File: config.mk
export PLATFORM = sky130hd
export DESIGN_NAME = fir_window_overcurrent_detector_top
export DESIGN_NICKNAME = d
export VERILOG_FILES = /design/src/rtl/core/fwod_pkg.sv /design/src/rtl/core/fwod_ram.sv /design/src/rtl/core/fwod_mac.sv /design/src/rtl/core/fir_window_overcurrent_detector_top.sv
export SDC_FILE = /design/constraint.sdc
export NUM_CORES = 2
export LEC_CHECK = 0
export ABC_AREA = 1
export BUFFER_PORTS_ARGS = -buffer_cell sky130_fd_sc_hd__buf_4
export CAP_MARGIN = 30
export CORE_MARGIN = 4
export CORE_UTILIZATION = 42
export DETAILED_ROUTE_END_ITERATION = 10
export PLACE_DENSITY_LB_ADDON = 0.05
export RECOVER_POWER = 50
export SLEW_MARGIN = 10
export SYNTH_ARGS = -nofsm -noshare
export SYNTH_HDL_FRONTEND = slang
export SYNTH_SLANG_ARGS = --single-unit
File: constraint.sdc
create_clock -name clk -period 10.9 [get_ports clk]
set_clock_uncertainty 0.15 [all_clocks]
set_input_delay 2.18 -clock clk [delete_from_list [all_inputs] [get_ports clk]]
set_output_delay 2.18 -clock clk [all_outputs]
set_load 0.02 [all_outputs]
File: src/rtl/core/fwod_pkg.sv
// fwod_pkg: shared constants, codes and types of the fir window over-current detector
// no dependencies; imported by every module of the block except fwod_ram
package fwod_pkg;

    // filter geometry
    localparam int TAPS        = 32;
    localparam int SAMPLE_BITS = 12;
    localparam int COEF_BITS   = 16;
    localparam int IDX_W       = $clog2(TAPS);

    // input field width of the coefficient index
    localparam int COEF_IDX_BITS = 5;

    // arithmetic widths
    localparam int FRAC_SHIFT = 15;
    localparam int PROD_W     = SAMPLE_BITS + 1 + COEF_BITS;
    localparam int ACC_W      = PROD_W + IDX_W;
    localparam int OUT_BITS   = 19;
    localparam int OUT_MAX    = 262143;
    localparam int OUT_MIN    = -262144;

    // configuration port
    localparam int CFG_IDX_W = 2;

    typedef enum logic [CFG_IDX_W-1:0] {
        REG_UPPER_LIMIT = 2'd0,
        REG_LOWER_LIMIT = 2'd1
    } cfg_reg_t;

    // operation codes
    localparam logic OP_SAMPLE = 1'b0;
    localparam logic OP_COEF   = 1'b1;

    // control from the sequencer to the multiply-accumulate unit
    typedef struct packed {
        logic clear;  // start of a new sum
        logic vld;    // memory read data valid this cycle
        logic last;   // this is the final tap
    } mac_ctl_t;

endpackage

File: src/rtl/core/fwod_ram.sv
// fwod_ram: generic single-write, single-read synchronous ram with registered read
// no dependencies
module fwod_ram #(
    parameter int WIDTH = 16,
    parameter int DEPTH = 32
) (
    input  logic                     clk,
    input  logic                     wr_en,
    input  logic [$clog2(DEPTH)-1:0] wr_addr,
    input  logic [WIDTH-1:0]         wr_data,
    input  logic                     rd_en,
    input  logic [$clog2(DEPTH)-1:0] rd_addr,
    output logic [WIDTH-1:0]         rd_data
);

    logic [WIDTH-1:0] mem [DEPTH];

    always_ff @(posedge clk)
    begin
        if (wr_en)
        begin
            mem[wr_addr] <= wr_data;
        end
        if (rd_en)
        begin
            rd_data <= mem[rd_addr];
        end
    end

endmodule

File: src/rtl/core/fwod_mac.sv
// fwod_mac: registered multiply followed by an accumulator, one tap per cycle
// depends on fwod_pkg
module fwod_mac
    import fwod_pkg::*;
(
    input  logic                         clk,
    input  logic                         rst_n,
    input  mac_ctl_t                     ctl,
    input  logic [SAMPLE_BITS-1:0]       smp,
    input  logic signed [COEF_BITS-1:0]  coef,
    output logic signed [ACC_W-1:0]      acc,
    output logic                         done
);

    logic signed [PROD_W-1:0] prod_reg;
    logic                     prod_vld_reg;
    logic                     prod_last_reg;
    logic signed [ACC_W-1:0]  acc_reg;
    logic signed [ACC_W-1:0]  acc_next;
    logic                     done_reg;

    assign acc_next = acc_reg + ACC_W'(prod_reg);

    always_ff @(posedge clk or negedge rst_n)
    begin
        if (!rst_n)
        begin
            prod_reg      <= '0;
            prod_vld_reg  <= 1'b0;
            prod_last_reg <= 1'b0;
            acc_reg       <= '0;
            done_reg      <= 1'b0;
        end
        else
        begin
            prod_reg      <= $signed({1'b0, smp}) * coef;
            prod_vld_reg  <= ctl.vld;
            prod_last_reg <= ctl.vld & ctl.last;
            if (ctl.clear)
            begin
                acc_reg  <= '0;
                done_reg <= 1'b0;
            end
            else if (prod_vld_reg)
            begin
                acc_reg <= acc_next;
                if (prod_last_reg)
                begin
                    done_reg <= 1'b1;
                end
            end
        end
    end

    assign acc  = acc_reg;
    assign done = done_reg;

endmodule

File: src/rtl/core/fir_window_overcurrent_detector_top.sv
// fir_window_overcurrent_detector_top: fir filter over a sample ring with window comparator
// depends on fwod_pkg, fwod_ram and fwod_mac
//
// channel   direction  handshake              payload
// --------  ---------  ---------------------  ------------------------------------------
// in        to block   in_valid / in_ready    operation, sample, coef_index, coef_value
// out       from block out_valid / out_ready  filtered_value, over_current
// cfg       to block   cfg_valid / cfg_ready  cfg_index, cfg_data
//
// a sample request reads every ring entry and coefficient in turn before its result is loaded;
// the single shared multiply-accumulate reads one ring entry and one coefficient per cycle
// a coefficient request leaves the block idle and ready and gives no result
// reset clears the ring and coefficients through per-entry valid bits, no clearing pass
// a result waiting on out_ready holds the next sample request at the end of its sum
// configuration writes are taken every cycle
module fir_window_overcurrent_detector_top
    import fwod_pkg::*;
(
    input  logic                        clk,
    input  logic                        rst_n,
    // input requests
    input  logic                        in_valid,
    output logic                        in_ready,
    input  logic                        operation,
    input  logic [SAMPLE_BITS-1:0]      sample,
    input  logic [COEF_IDX_BITS-1:0]    coef_index,
    input  logic signed [COEF_BITS-1:0] coef_value,
    // results
    output logic                        out_valid,
    input  logic                        out_ready,
    output logic signed [OUT_BITS-1:0]  filtered_value,
    output logic                        over_current,
    // configuration writes
    input  logic                        cfg_valid,
    output logic                        cfg_ready,
    input  logic [CFG_IDX_W-1:0]        cfg_index,
    input  logic signed [OUT_BITS-1:0]  cfg_data
);

    // width of the shifted sum and of the saturation compare
    localparam int SH_W  = ACC_W - FRAC_SHIFT;
    localparam int CMP_W = ((SH_W > OUT_BITS) ? SH_W : OUT_BITS) + 1;
    localparam logic signed [CMP_W-1:0] SAT_HI = CMP_W'(OUT_MAX);
    localparam logic signed [CMP_W-1:0] SAT_LO = CMP_W'(OUT_MIN);

    typedef enum logic [1:0] {
        S_IDLE,
        S_RUN,
        S_WAIT
    } state_t;

    state_t                      state_reg, state_next;
    logic [IDX_W-1:0]            wp_reg, wp_next;       // newest sample position
    logic [IDX_W-1:0]            rd_ptr_reg, rd_ptr_next;
    logic [IDX_W-1:0]            cnt_reg, cnt_next;     // tap being read
    logic [TAPS-1:0]             ring_vld_reg, ring_vld_next;
    logic [TAPS-1:0]             coef_vld_reg, coef_vld_next;
    logic                        ring_ok_reg, ring_ok_next;
    logic                        coef_ok_reg, coef_ok_next;
    logic                        iss_vld_reg, iss_vld_next;
    logic                        iss_last_reg, iss_last_next;
    logic signed [OUT_BITS-1:0]  upper_reg, upper_next;
    logic signed [OUT_BITS-1:0]  lower_reg, lower_next;
    logic                        out_valid_reg, out_valid_next;
    logic signed [OUT_BITS-1:0]  filt_reg, filt_next;
    logic                        oc_reg, oc_next;

    logic                        in_acc;
    logic                        smp_acc;
    logic                        coef_acc;
    logic                        coef_in_range;
    logic                        issue;
    logic                        slot_free;
    logic                        load_out;
    logic [IDX_W-1:0]            wp_inc;
    logic [IDX_W-1:0]            rd_first;

    logic [SAMPLE_BITS-1:0]      ring_rd_data;
    logic [COEF_BITS-1:0]        coef_rd_data;
    logic [SAMPLE_BITS-1:0]      mac_smp;
    logic signed [COEF_BITS-1:0] mac_coef;
    mac_ctl_t                    mac_ctl;
    logic signed [ACC_W-1:0]     mac_acc;
    logic                        mac_done;

    logic signed [SH_W-1:0]      sum_sh;
    logic signed [CMP_W-1:0]     sum_cmp;
    logic signed [OUT_BITS-1:0]  sum_sat;

    // handshakes
    assign in_ready  = (state_reg == S_IDLE);
    assign cfg_ready = 1'b1;
    assign in_acc    = in_valid & in_ready;
    assign smp_acc   = in_acc & (operation == OP_SAMPLE);
    assign coef_acc  = in_acc & (operation == OP_COEF);

    // indexes beyond the tap count are dropped
    assign coef_in_range = (32'(coef_index) < 32'(TAPS));

    // ring position arithmetic, wrapping at TAPS
    assign wp_inc   = (wp_reg == IDX_W'(TAPS - 1)) ? '0 : wp_reg + 1'b1;
    assign rd_first = (wp_inc == IDX_W'(TAPS - 1)) ? '0 : wp_inc + 1'b1;

    // one ring read and one coefficient read per cycle while running
    assign issue = (state_reg == S_RUN);

    fwod_ram #(
        .WIDTH (SAMPLE_BITS),
        .DEPTH (TAPS)
    ) u_ring_ram (
        .clk     (clk),
        .wr_en   (smp_acc),
        .wr_addr (wp_inc),
        .wr_data (sample),
        .rd_en   (issue),
        .rd_addr (rd_ptr_reg),
        .rd_data (ring_rd_data)
    );

    fwod_ram #(
        .WIDTH (COEF_BITS),
        .DEPTH (TAPS)
    ) u_coef_ram (
        .clk     (clk),
        .wr_en   (coef_acc & coef_in_range),
        .wr_addr (IDX_W'(coef_index)),
        .wr_data (coef_value),
        .rd_en   (issue),
        .rd_addr (cnt_reg),
        .rd_data (coef_rd_data)
    );

    // entries never written since reset read as zero
    assign mac_smp  = ring_ok_reg ? ring_rd_data : '0;
    assign mac_coef = coef_ok_reg ? $signed(coef_rd_data) : '0;

    assign mac_ctl.clear = smp_acc;
    assign mac_ctl.vld   = iss_vld_reg;
    assign mac_ctl.last  = iss_last_reg;

    fwod_mac u_mac (
        .clk   (clk),
        .rst_n (rst_n),
        .ctl   (mac_ctl),
        .smp   (mac_smp),
        .coef  (mac_coef),
        .acc   (mac_acc),
        .done  (mac_done)
    );

    // floor shift, then clamp to the output range
    assign sum_sh  = $signed(mac_acc[ACC_W-1:FRAC_SHIFT]);
    assign sum_cmp = CMP_W'(sum_sh);

    always_comb
    begin
        priority if (sum_cmp > SAT_HI)
        begin
            sum_sat = OUT_BITS'(SAT_HI);
        end
        else if (sum_cmp < SAT_LO)
        begin
            sum_sat = OUT_BITS'(SAT_LO);
        end
        else
        begin
            sum_sat = OUT_BITS'(sum_cmp);
        end
    end

    // result slot is free when empty or being emptied this cycle
    assign slot_free = ~out_valid_reg | out_ready;
    assign load_out  = (state_reg == S_WAIT) & mac_done & slot_free;

    always_comb
    begin
        state_next     = state_reg;
        wp_next        = wp_reg;
        rd_ptr_next    = rd_ptr_reg;
        cnt_next       = cnt_reg;
        ring_vld_next  = ring_vld_reg;
        coef_vld_next  = coef_vld_reg;
        ring_ok_next   = ring_vld_reg[rd_ptr_reg];
        coef_ok_next   = coef_vld_reg[cnt_reg];
        iss_vld_next   = issue;
        iss_last_next  = issue & (cnt_reg == IDX_W'(TAPS - 1));
        upper_next     = upper_reg;
        lower_next     = lower_reg;
        out_valid_next = out_valid_reg & ~out_ready;
        filt_next      = filt_reg;
        oc_next        = oc_reg;

        // register writes
        if (cfg_valid)
        begin
            unique case (cfg_index)
                REG_UPPER_LIMIT: upper_next = cfg_data;
                REG_LOWER_LIMIT: lower_next = cfg_data;
                default:         ;
            endcase
        end

        unique case (state_reg)
            S_IDLE:
            begin
                if (smp_acc)
                begin
                    wp_next                = wp_inc;
                    ring_vld_next[wp_inc]  = 1'b1;
                    rd_ptr_next            = rd_first;
                    cnt_next               = '0;
                    state_next             = S_RUN;
                end
                else if (coef_acc && coef_in_range)
                begin
                    coef_vld_next[IDX_W'(coef_index)] = 1'b1;
                end
            end
            S_RUN:
            begin
                rd_ptr_next = (rd_ptr_reg == IDX_W'(TAPS - 1)) ? '0 : rd_ptr_reg + 1'b1;
                cnt_next    = cnt_reg + 1'b1;
                if (cnt_reg == IDX_W'(TAPS - 1))
                begin
                    cnt_next   = '0;
                    state_next = S_WAIT;
                end
            end
            S_WAIT:
            begin
                if (load_out)
                begin
                    out_valid_next = 1'b1;
                    filt_next      = sum_sat;
                    oc_next        = (sum_sat > upper_reg) | (sum_sat < lower_reg);
                    state_next     = S_IDLE;
                end
            end
            default:
            begin
                state_next = S_IDLE;
            end
        endcase
    end

    always_ff @(posedge clk or negedge rst_n)
    begin
        if (!rst_n)
        begin
            state_reg     <= S_IDLE;
            wp_reg        <= '0;
            rd_ptr_reg    <= '0;
            cnt_reg       <= '0;
            ring_vld_reg  <= '0;
            coef_vld_reg  <= '0;
            ring_ok_reg   <= 1'b0;
            coef_ok_reg   <= 1'b0;
            iss_vld_reg   <= 1'b0;
            iss_last_reg  <= 1'b0;
            upper_reg     <= OUT_BITS'(OUT_MAX);
            lower_reg     <= OUT_BITS'(OUT_MIN);
            out_valid_reg <= 1'b0;
            filt_reg      <= '0;
            oc_reg        <= 1'b0;
        end
        else
        begin
            state_reg     <= state_next;
            wp_reg        <= wp_next;
            rd_ptr_reg    <= rd_ptr_next;
            cnt_reg       <= cnt_next;
            ring_vld_reg  <= ring_vld_next;
            coef_vld_reg  <= coef_vld_next;
            ring_ok_reg   <= ring_ok_next;
            coef_ok_reg   <= coef_ok_next;
            iss_vld_reg   <= iss_vld_next;
            iss_last_reg  <= iss_last_next;
            upper_reg     <= upper_next;
            lower_reg     <= lower_next;
            out_valid_reg <= out_valid_next;
            filt_reg      <= filt_next;
            oc_reg        <= oc_next;
        end
    end

    assign out_valid      = out_valid_reg;
    assign filtered_value = filt_reg;
    assign over_current   = oc_reg;

endmodule

**Word level (Yosys, flattened, before mapping)**

Memories as Yosys holds them, arrays and structs flattened. A register that Yosys moved wholly into a read port is not among the register bits.
Cells that the tools add are included.

- Flip-flop bits (word level): 210
- Memory bits (writable): 896
- Bits of input ports: 60
- Logic and storage cells: 114
- Output and inout bits: 23
- Memories kept: 2

Memories:

| name | depth | bits a word | read ports | clocked after Yosys merged registers in | write ports | RTL line | RTL |
|---|---|---|---|---|---|---|---|
| u_coef_ram.mem | 32 | 16 | 1 | 1 | 1 | fwod_ram.sv:16 | `logic [WIDTH-1:0] mem [DEPTH];` |
| u_ring_ram.mem | 32 | 12 | 1 | 1 | 1 | fwod_ram.sv:16 |  |

- $mul: 1
- Bitwise gates (word level): 16
- Add/sub/neg operators: 5
- $lt $le $gt $ge: 10
- Reductions and logical operators: 15
- Mux-type cells: 35
- Eq/ne operators: 10

Operators with widths:

| cell | number |
|---|---|
| 2-to-1 mux 34 bit | 2 |
| bitwise OR 32 bit | 2 |
| 2-to-1 mux 19 bit | 2 |
| adder 34 x 29 -> 34 bit | 1 |
| 2-to-1 mux 5 bit | 6 |
| multiplier 13 x 16 -> 29 bit | 1 |
| < comparator 5 x 6 -> 1 bit, second input constant | 4 |
| adder 5 x 1 -> 5 bit, second input constant | 4 |
| == test 5 bit, second input constant | 4 |
| one-hot mux 5 bit (2 select lines) | 2 |
| greater-than comparator 19 bit | 1 |
| greater-than comparator 19 bit, second input constant | 1 |
| < comparator 19 bit | 1 |
| < comparator 19 bit, second input constant | 1 |
| 2-to-1 mux 16 bit | 1 |
| 2-to-1 mux 1 bit | 13 |
| 2-to-1 mux 12 bit | 1 |
| AND reduction 2 bit | 6 |
| binary-select mux 1 bit (select 5 bit) | 2 |
| demux 1 bit (select 5 bit) | 2 |
| greater-or-equal comparator 5 x 1 -> 1 bit, second input constant | 2 |
| AND 1 bit | 8 |
| 2-to-1 mux 2 bit | 3 |
| one-hot mux 2 bit (3 select lines) | 1 |
| 10 further kinds | 21 |

**Longest topological paths before layout**

- Depth in word-level cells: 7
- Mapped depth: 26
- Gate-level depth less buffers: 24

**Cells and area by module**

Synthesis repeated with hierarchy kept, for this count alone.

- Cells, all modules: 5720
- Area total of the unflattened synthesis: 57013.4 sq um

Modules (own cells, without submodules):

| module | sequential area each (sq um) | times used | cells each | area an instance (sq um) |
|---|---|---|---|---|
| fwod_ram at u_coef_ram | 15855.2 | 1 | 1794 | 21461.8 |
| fwod_ram at u_ring_ram | 11891.4 | 1 | 1358 | 16019.1 |
| fwod_mac | 1651.6 | 1 | 1653 | 12017.8 |
| fir_window_overcurrent_detector_top | 3627.2 | 1 | 915 | 7514.7 |

**Worst setup path after synthesis**

OpenSTA, ideal clock, no wires.

- Kind: flip-flop to flip-flop
- From: register coef_ok_reg
- To: register u_mac.prod_reg[28]
- Arrival: 5.199 ns
- Buffers on the path: 2
- Data required time: 10.634 ns
- Period minus slack after synthesis: 5.466 ns
- Library setup time: 0.116 ns
- Setup slack: 5.434 ns
- Stages on the path, launching flop included: 25
- Cell sequence: dfrtp_1 > clkbuf_1 > buf_2 > nand2_1 > nor2_1 > inv_1 > fa_1 > fa_1 > inv_1 > fa_1 > inv_1 > fa_1 > fa_1 > inv_1 > ha_1 > inv_1 > nor3_1 > inv_1 > nor2_1 > and3_1 > nand2_1 > nand3_1 > inv_1 > nand2_1 > nand2_1

- Cells in the longest elaborated chain, start to end: 2

Ends and longest elaborated chain:

| what | RTL line | RTL |
|---|---|---|
| start: declaration | fir_window_overcurrent_detector_top.sv:59 | `logic coef_ok_reg, coef_ok_next;` |
| start signal: assignment | fir_window_overcurrent_detector_top.sv:275 | `coef_ok_reg <= coef_ok_next;` |
| 2-to-1 mux 16 bit | fir_window_overcurrent_detector_top.sv:135 | `assign mac_coef = coef_ok_reg ? $signed(coef_rd_data) : '0;` |
| multiplier 13 x 16 -> 29 bit | fwod_mac.sv:36 | `prod_reg <= $signed({1'b0, smp}) * coef;` |
| end signal: assignment | fwod_mac.sv:36 |  |
| end: declaration | fwod_mac.sv:15 | `logic signed [PROD_W-1:0] prod_reg;` |

Every way passes these cells.
A chain may end at the register's enable or synchronous reset.

**Final worst setup path**

Same ends and word-level chain as after synthesis.

==> flow_summary.toml <==
[detailed_routing]
avgRoutedWirePerCell_um = 21.7
dr.pass1.iters = 5
vias = 36700
drtIter0Drc = 2924
drc = 0
postRouteAntennaNets = 0
routed_wl_um = 152000
viasPerCell = 5.25

[sta]
fin_crit_sh = 0.555
slew_headroom = -1.10
drv_slew = 592
setup_ws_ns = 4.85
rsz0062_at_grt = "no"
tns_ns = 0
fmax_mhz = 165
timing.final.hold_violations = 0
worst_pin_slew_ns = 3.15
period_needed_ns = 6.05
report.final.setup_viol = 0

[yosys]
synth_nets = 5466
avgSynthCellArea_um2 = 10.8
synth-seq-cells = 1134
seq_area_frac_synth = 0.600
synth_edf_count = 924
synthCells = 5079
syn-cell-area_um2 = 55100
yosysWarnings = 0
synthFlopType = "edfxtp_1"
synth.distinct_cells = 54
async_flop_share = 0.185

[critical_path]
cp_max_fo = 16
crit_path_frequent_cell = "inv_1"
cpPeakStageDelay_ns = 0.67
crit_arrival_ns = 6.54
crit_slowest_cell = "dfrtp_1"
cp.required_ns = 11.39
crit_type = "flip-flop to flip-flop"
crit_path_cell_trace = "nand2_1 > nor2_1 > inv_1 > fa_1 > fa_1 > inv_1 > fa_1 > inv_1 > fa_1 > fa_1 > inv_1 > ha_1 > inv_1 > nor3_1 > inv_1 > nor2_1 > and3_1 > nand2_1 > nand3_1 > inv_1 > nand2_1 > nand2_1"
cp-start-kind = "flip-flop"
end_kind = "flip-flop"

[global_routing]
antenna_found_initial = 1
grt_max_degree = 101
grt_usage = 0.222
grt_pass1_vias = 35900
gr-total-overflow = 0
grt_pass1_wl_um = 230000

[clock_tree]
cts-root-buf = "clkbuf_16"
clkTransAtPathRegs_ns = 0.05
post_cts_buffers = 0
numCtsBuffers = 130
cts-resized-gates = 0
h-tree-depth = 4
insertion_delay_ns = 0.76
clock_sinks = 1134
cts_tree = "done"
cts-hold-fix-buffers = 0
max-clock-path-buffers = 3

[die]
die_x_um = 370
core_area_um2 = 130000
die_h_um = 370
io_pins = 83
initial_utilization = 0.424
fp-row-count = 132
dieArea_um2 = 137000

[outcome]
status = "finished, violations left"
violations = "max-capacitance violations, max-slew violations"

[layout]
drive_gt1_frac = 0.0793
fin_cells = 6991
largest_reg_flops = 512
syn_to_final_growth_pct = 11.5
final_util = 0.473
fin_nets = 5530
fillerInstances = 12200
diodes = 0

[pwr]
p_per_area_nw_per_um2 = 311
static-leakage-power_uw = 0.0241
vdd_ir_drop_max_uv = 228
power_uw = 19100

[place]
gp_congestion = 0.907
dp.final_hpwl_um = 96800
post-place-ws_ns = 4.76
numPortBuffers = 81
dp_cells = 6752

[hold_path]
min_path_type = "flip-flop to flip-flop"

[job]
maxCapViolCount = 17
==> placed cells by master, fill, tap and decap left out, drive strengths merged, types with 2 or more instances in the layout <==
cell	count
edfxtp	924
nand2	757
nor2	750
o21ai	583
inv	545
clkbuf	225
dfrtp	191
fa	179
o22ai	165
a21oi	151
ha	148
buf	140
nand3	124
o211ai	62
clkinv	46
nand4	40
o221ai	39
or2	39
a21o	24
nand3b	20
xor2	19
dfstp	19
nor3	12
xnor2	11
o2111ai	8
o21bai	7
a31oi	4
a21boi	3
a22o	2
bufinv	2
clkinvlp	2
==> path summary, 6_finish.rpt <==
kind                            slack, ns                 end        start  cells past startpoint
min in group asynchronous            1.29       lower_reg[11]        rst_n                      1
worst max-delay path                 4.85  u_mac.prod_reg[28]  coef_ok_reg                     22
max in group asynchronous            5.22     ring_vld_reg[1]        rst_n                      3
worst max register to register       4.85  u_mac.prod_reg[28]  coef_ok_reg                     22
worst min-delay path                 0.23  u_mac.prod_vld_reg  iss_vld_reg                      0
worst min register to register       0.23  u_mac.prod_vld_reg  iss_vld_reg                      0
==> area by class of cell <==
cell class	instances	area [um2]	area share
tap	1742	2180	0.0355
inverter	545	2060	0.0335
multi-input combinational	3155	18700	0.305
sequential	1134	33000	0.538
timing repair buffer	177	1240	0.0202
clock buffer	188	3750	0.0611
clock inverter	50	380	0.00620
==> per-stage QoR <==
step,cell area (um2),hold WS (ns)
final,61400,0.234
after global routing,61400,0.245
after CTS,61500,0.234
after detailed placement,57400,0.221
after global placement,57300,0.212
after floorplan,55100,0.204
==> synthesized netlist by cell type, types with 4 or more instances <==
| cell type | count | share of area |
|---|---|---|
| o21bai_1 | 7 | 0.00095 |
| dfstp_2 | 19 | 0.0091 |
| o22ai_1 | 165 | 0.019 |
| nand3b_1 | 20 | 0.0027 |
| nor2_1 | 746 | 0.051 |
| o211ai_1 | 60 | 0.0082 |
| a31oi_1 | 4 | 0.00045 |
| xor2_1 | 19 | 0.0030 |
| a21oi_1 | 150 | 0.014 |
| o2111ai_1 | 8 | 0.0013 |
| nand2_1 | 753 | 0.051 |
| a21o_1 | 24 | 0.0033 |
| xnor2_1 | 11 | 0.0017 |
| buf_2 | 75 | 0.0068 |
| clkbuf_1 | 110 | 0.0075 |
| o221ai_1 | 39 | 0.0062 |
| buf_6 | 31 | 0.0063 |
| buf_1 | 8 | 0.00055 |
| nor3_1 | 12 | 0.0011 |
| clkinv_1 | 4 | 0.00027 |
| o21ai_1 | 59 | 0.0054 |
| ha_1 | 148 | 0.034 |
| inv_1 | 532 | 0.036 |
| or2_2 | 23 | 0.0026 |
| fa_1 | 179 | 0.065 |
| edfxtp_1 | 924 | 0.50 |
| dfrtp_1 | 191 | 0.087 |
| o21ai_0 | 523 | 0.048 |
| buf_4 | 18 | 0.0025 |
| inv_2 | 7 | 0.00048 |
| or2_1 | 16 | 0.0018 |
| nand3_1 | 122 | 0.011 |
| nand4_1 | 40 | 0.0045 |
==> logic make-up after synthesis <==
family                     Yosys count  share of synthesized area
adders and majority gates          327                     0.0987
AOI/OAI and AO/OA                 1051                      0.108
DFF                               1134                      0.600
xor gates and xnor gates            30                    0.00477
other                                1                  0.0000681
and+or+nand+nor                   1746                      0.128
buffers and inverters              790                     0.0612
==> worst max-delay path: cells and delay by family (launching register included) <==
family / cells / cell delay, ns
AND/OR/NAND/NOR: 9 / 1.44
buffers and inverters: 7 / 0.62
adder cells (fa/ha/maj): 6 / 3.06
flip-flops: 1 / 0.67
==> routing by layer <==
metal | up-vias | GRT usage | part of all wire
met4 | 0 | 0.0534 | 0.021
met5 | - | 0 | 0
met3 | 188 | 0.0314 | 0.042
li1 | 17500 | - | -
met1 | 18200 | 0.313 | 0.46
met2 | 847 | 0.364 | 0.48
==> power breakdown <==
group          internal (uW)  switching, uW
logic                   3070           6350
clock network           2450           1770
registers               5090            352
Note: power is estimated with default switching activity, not from simulation.
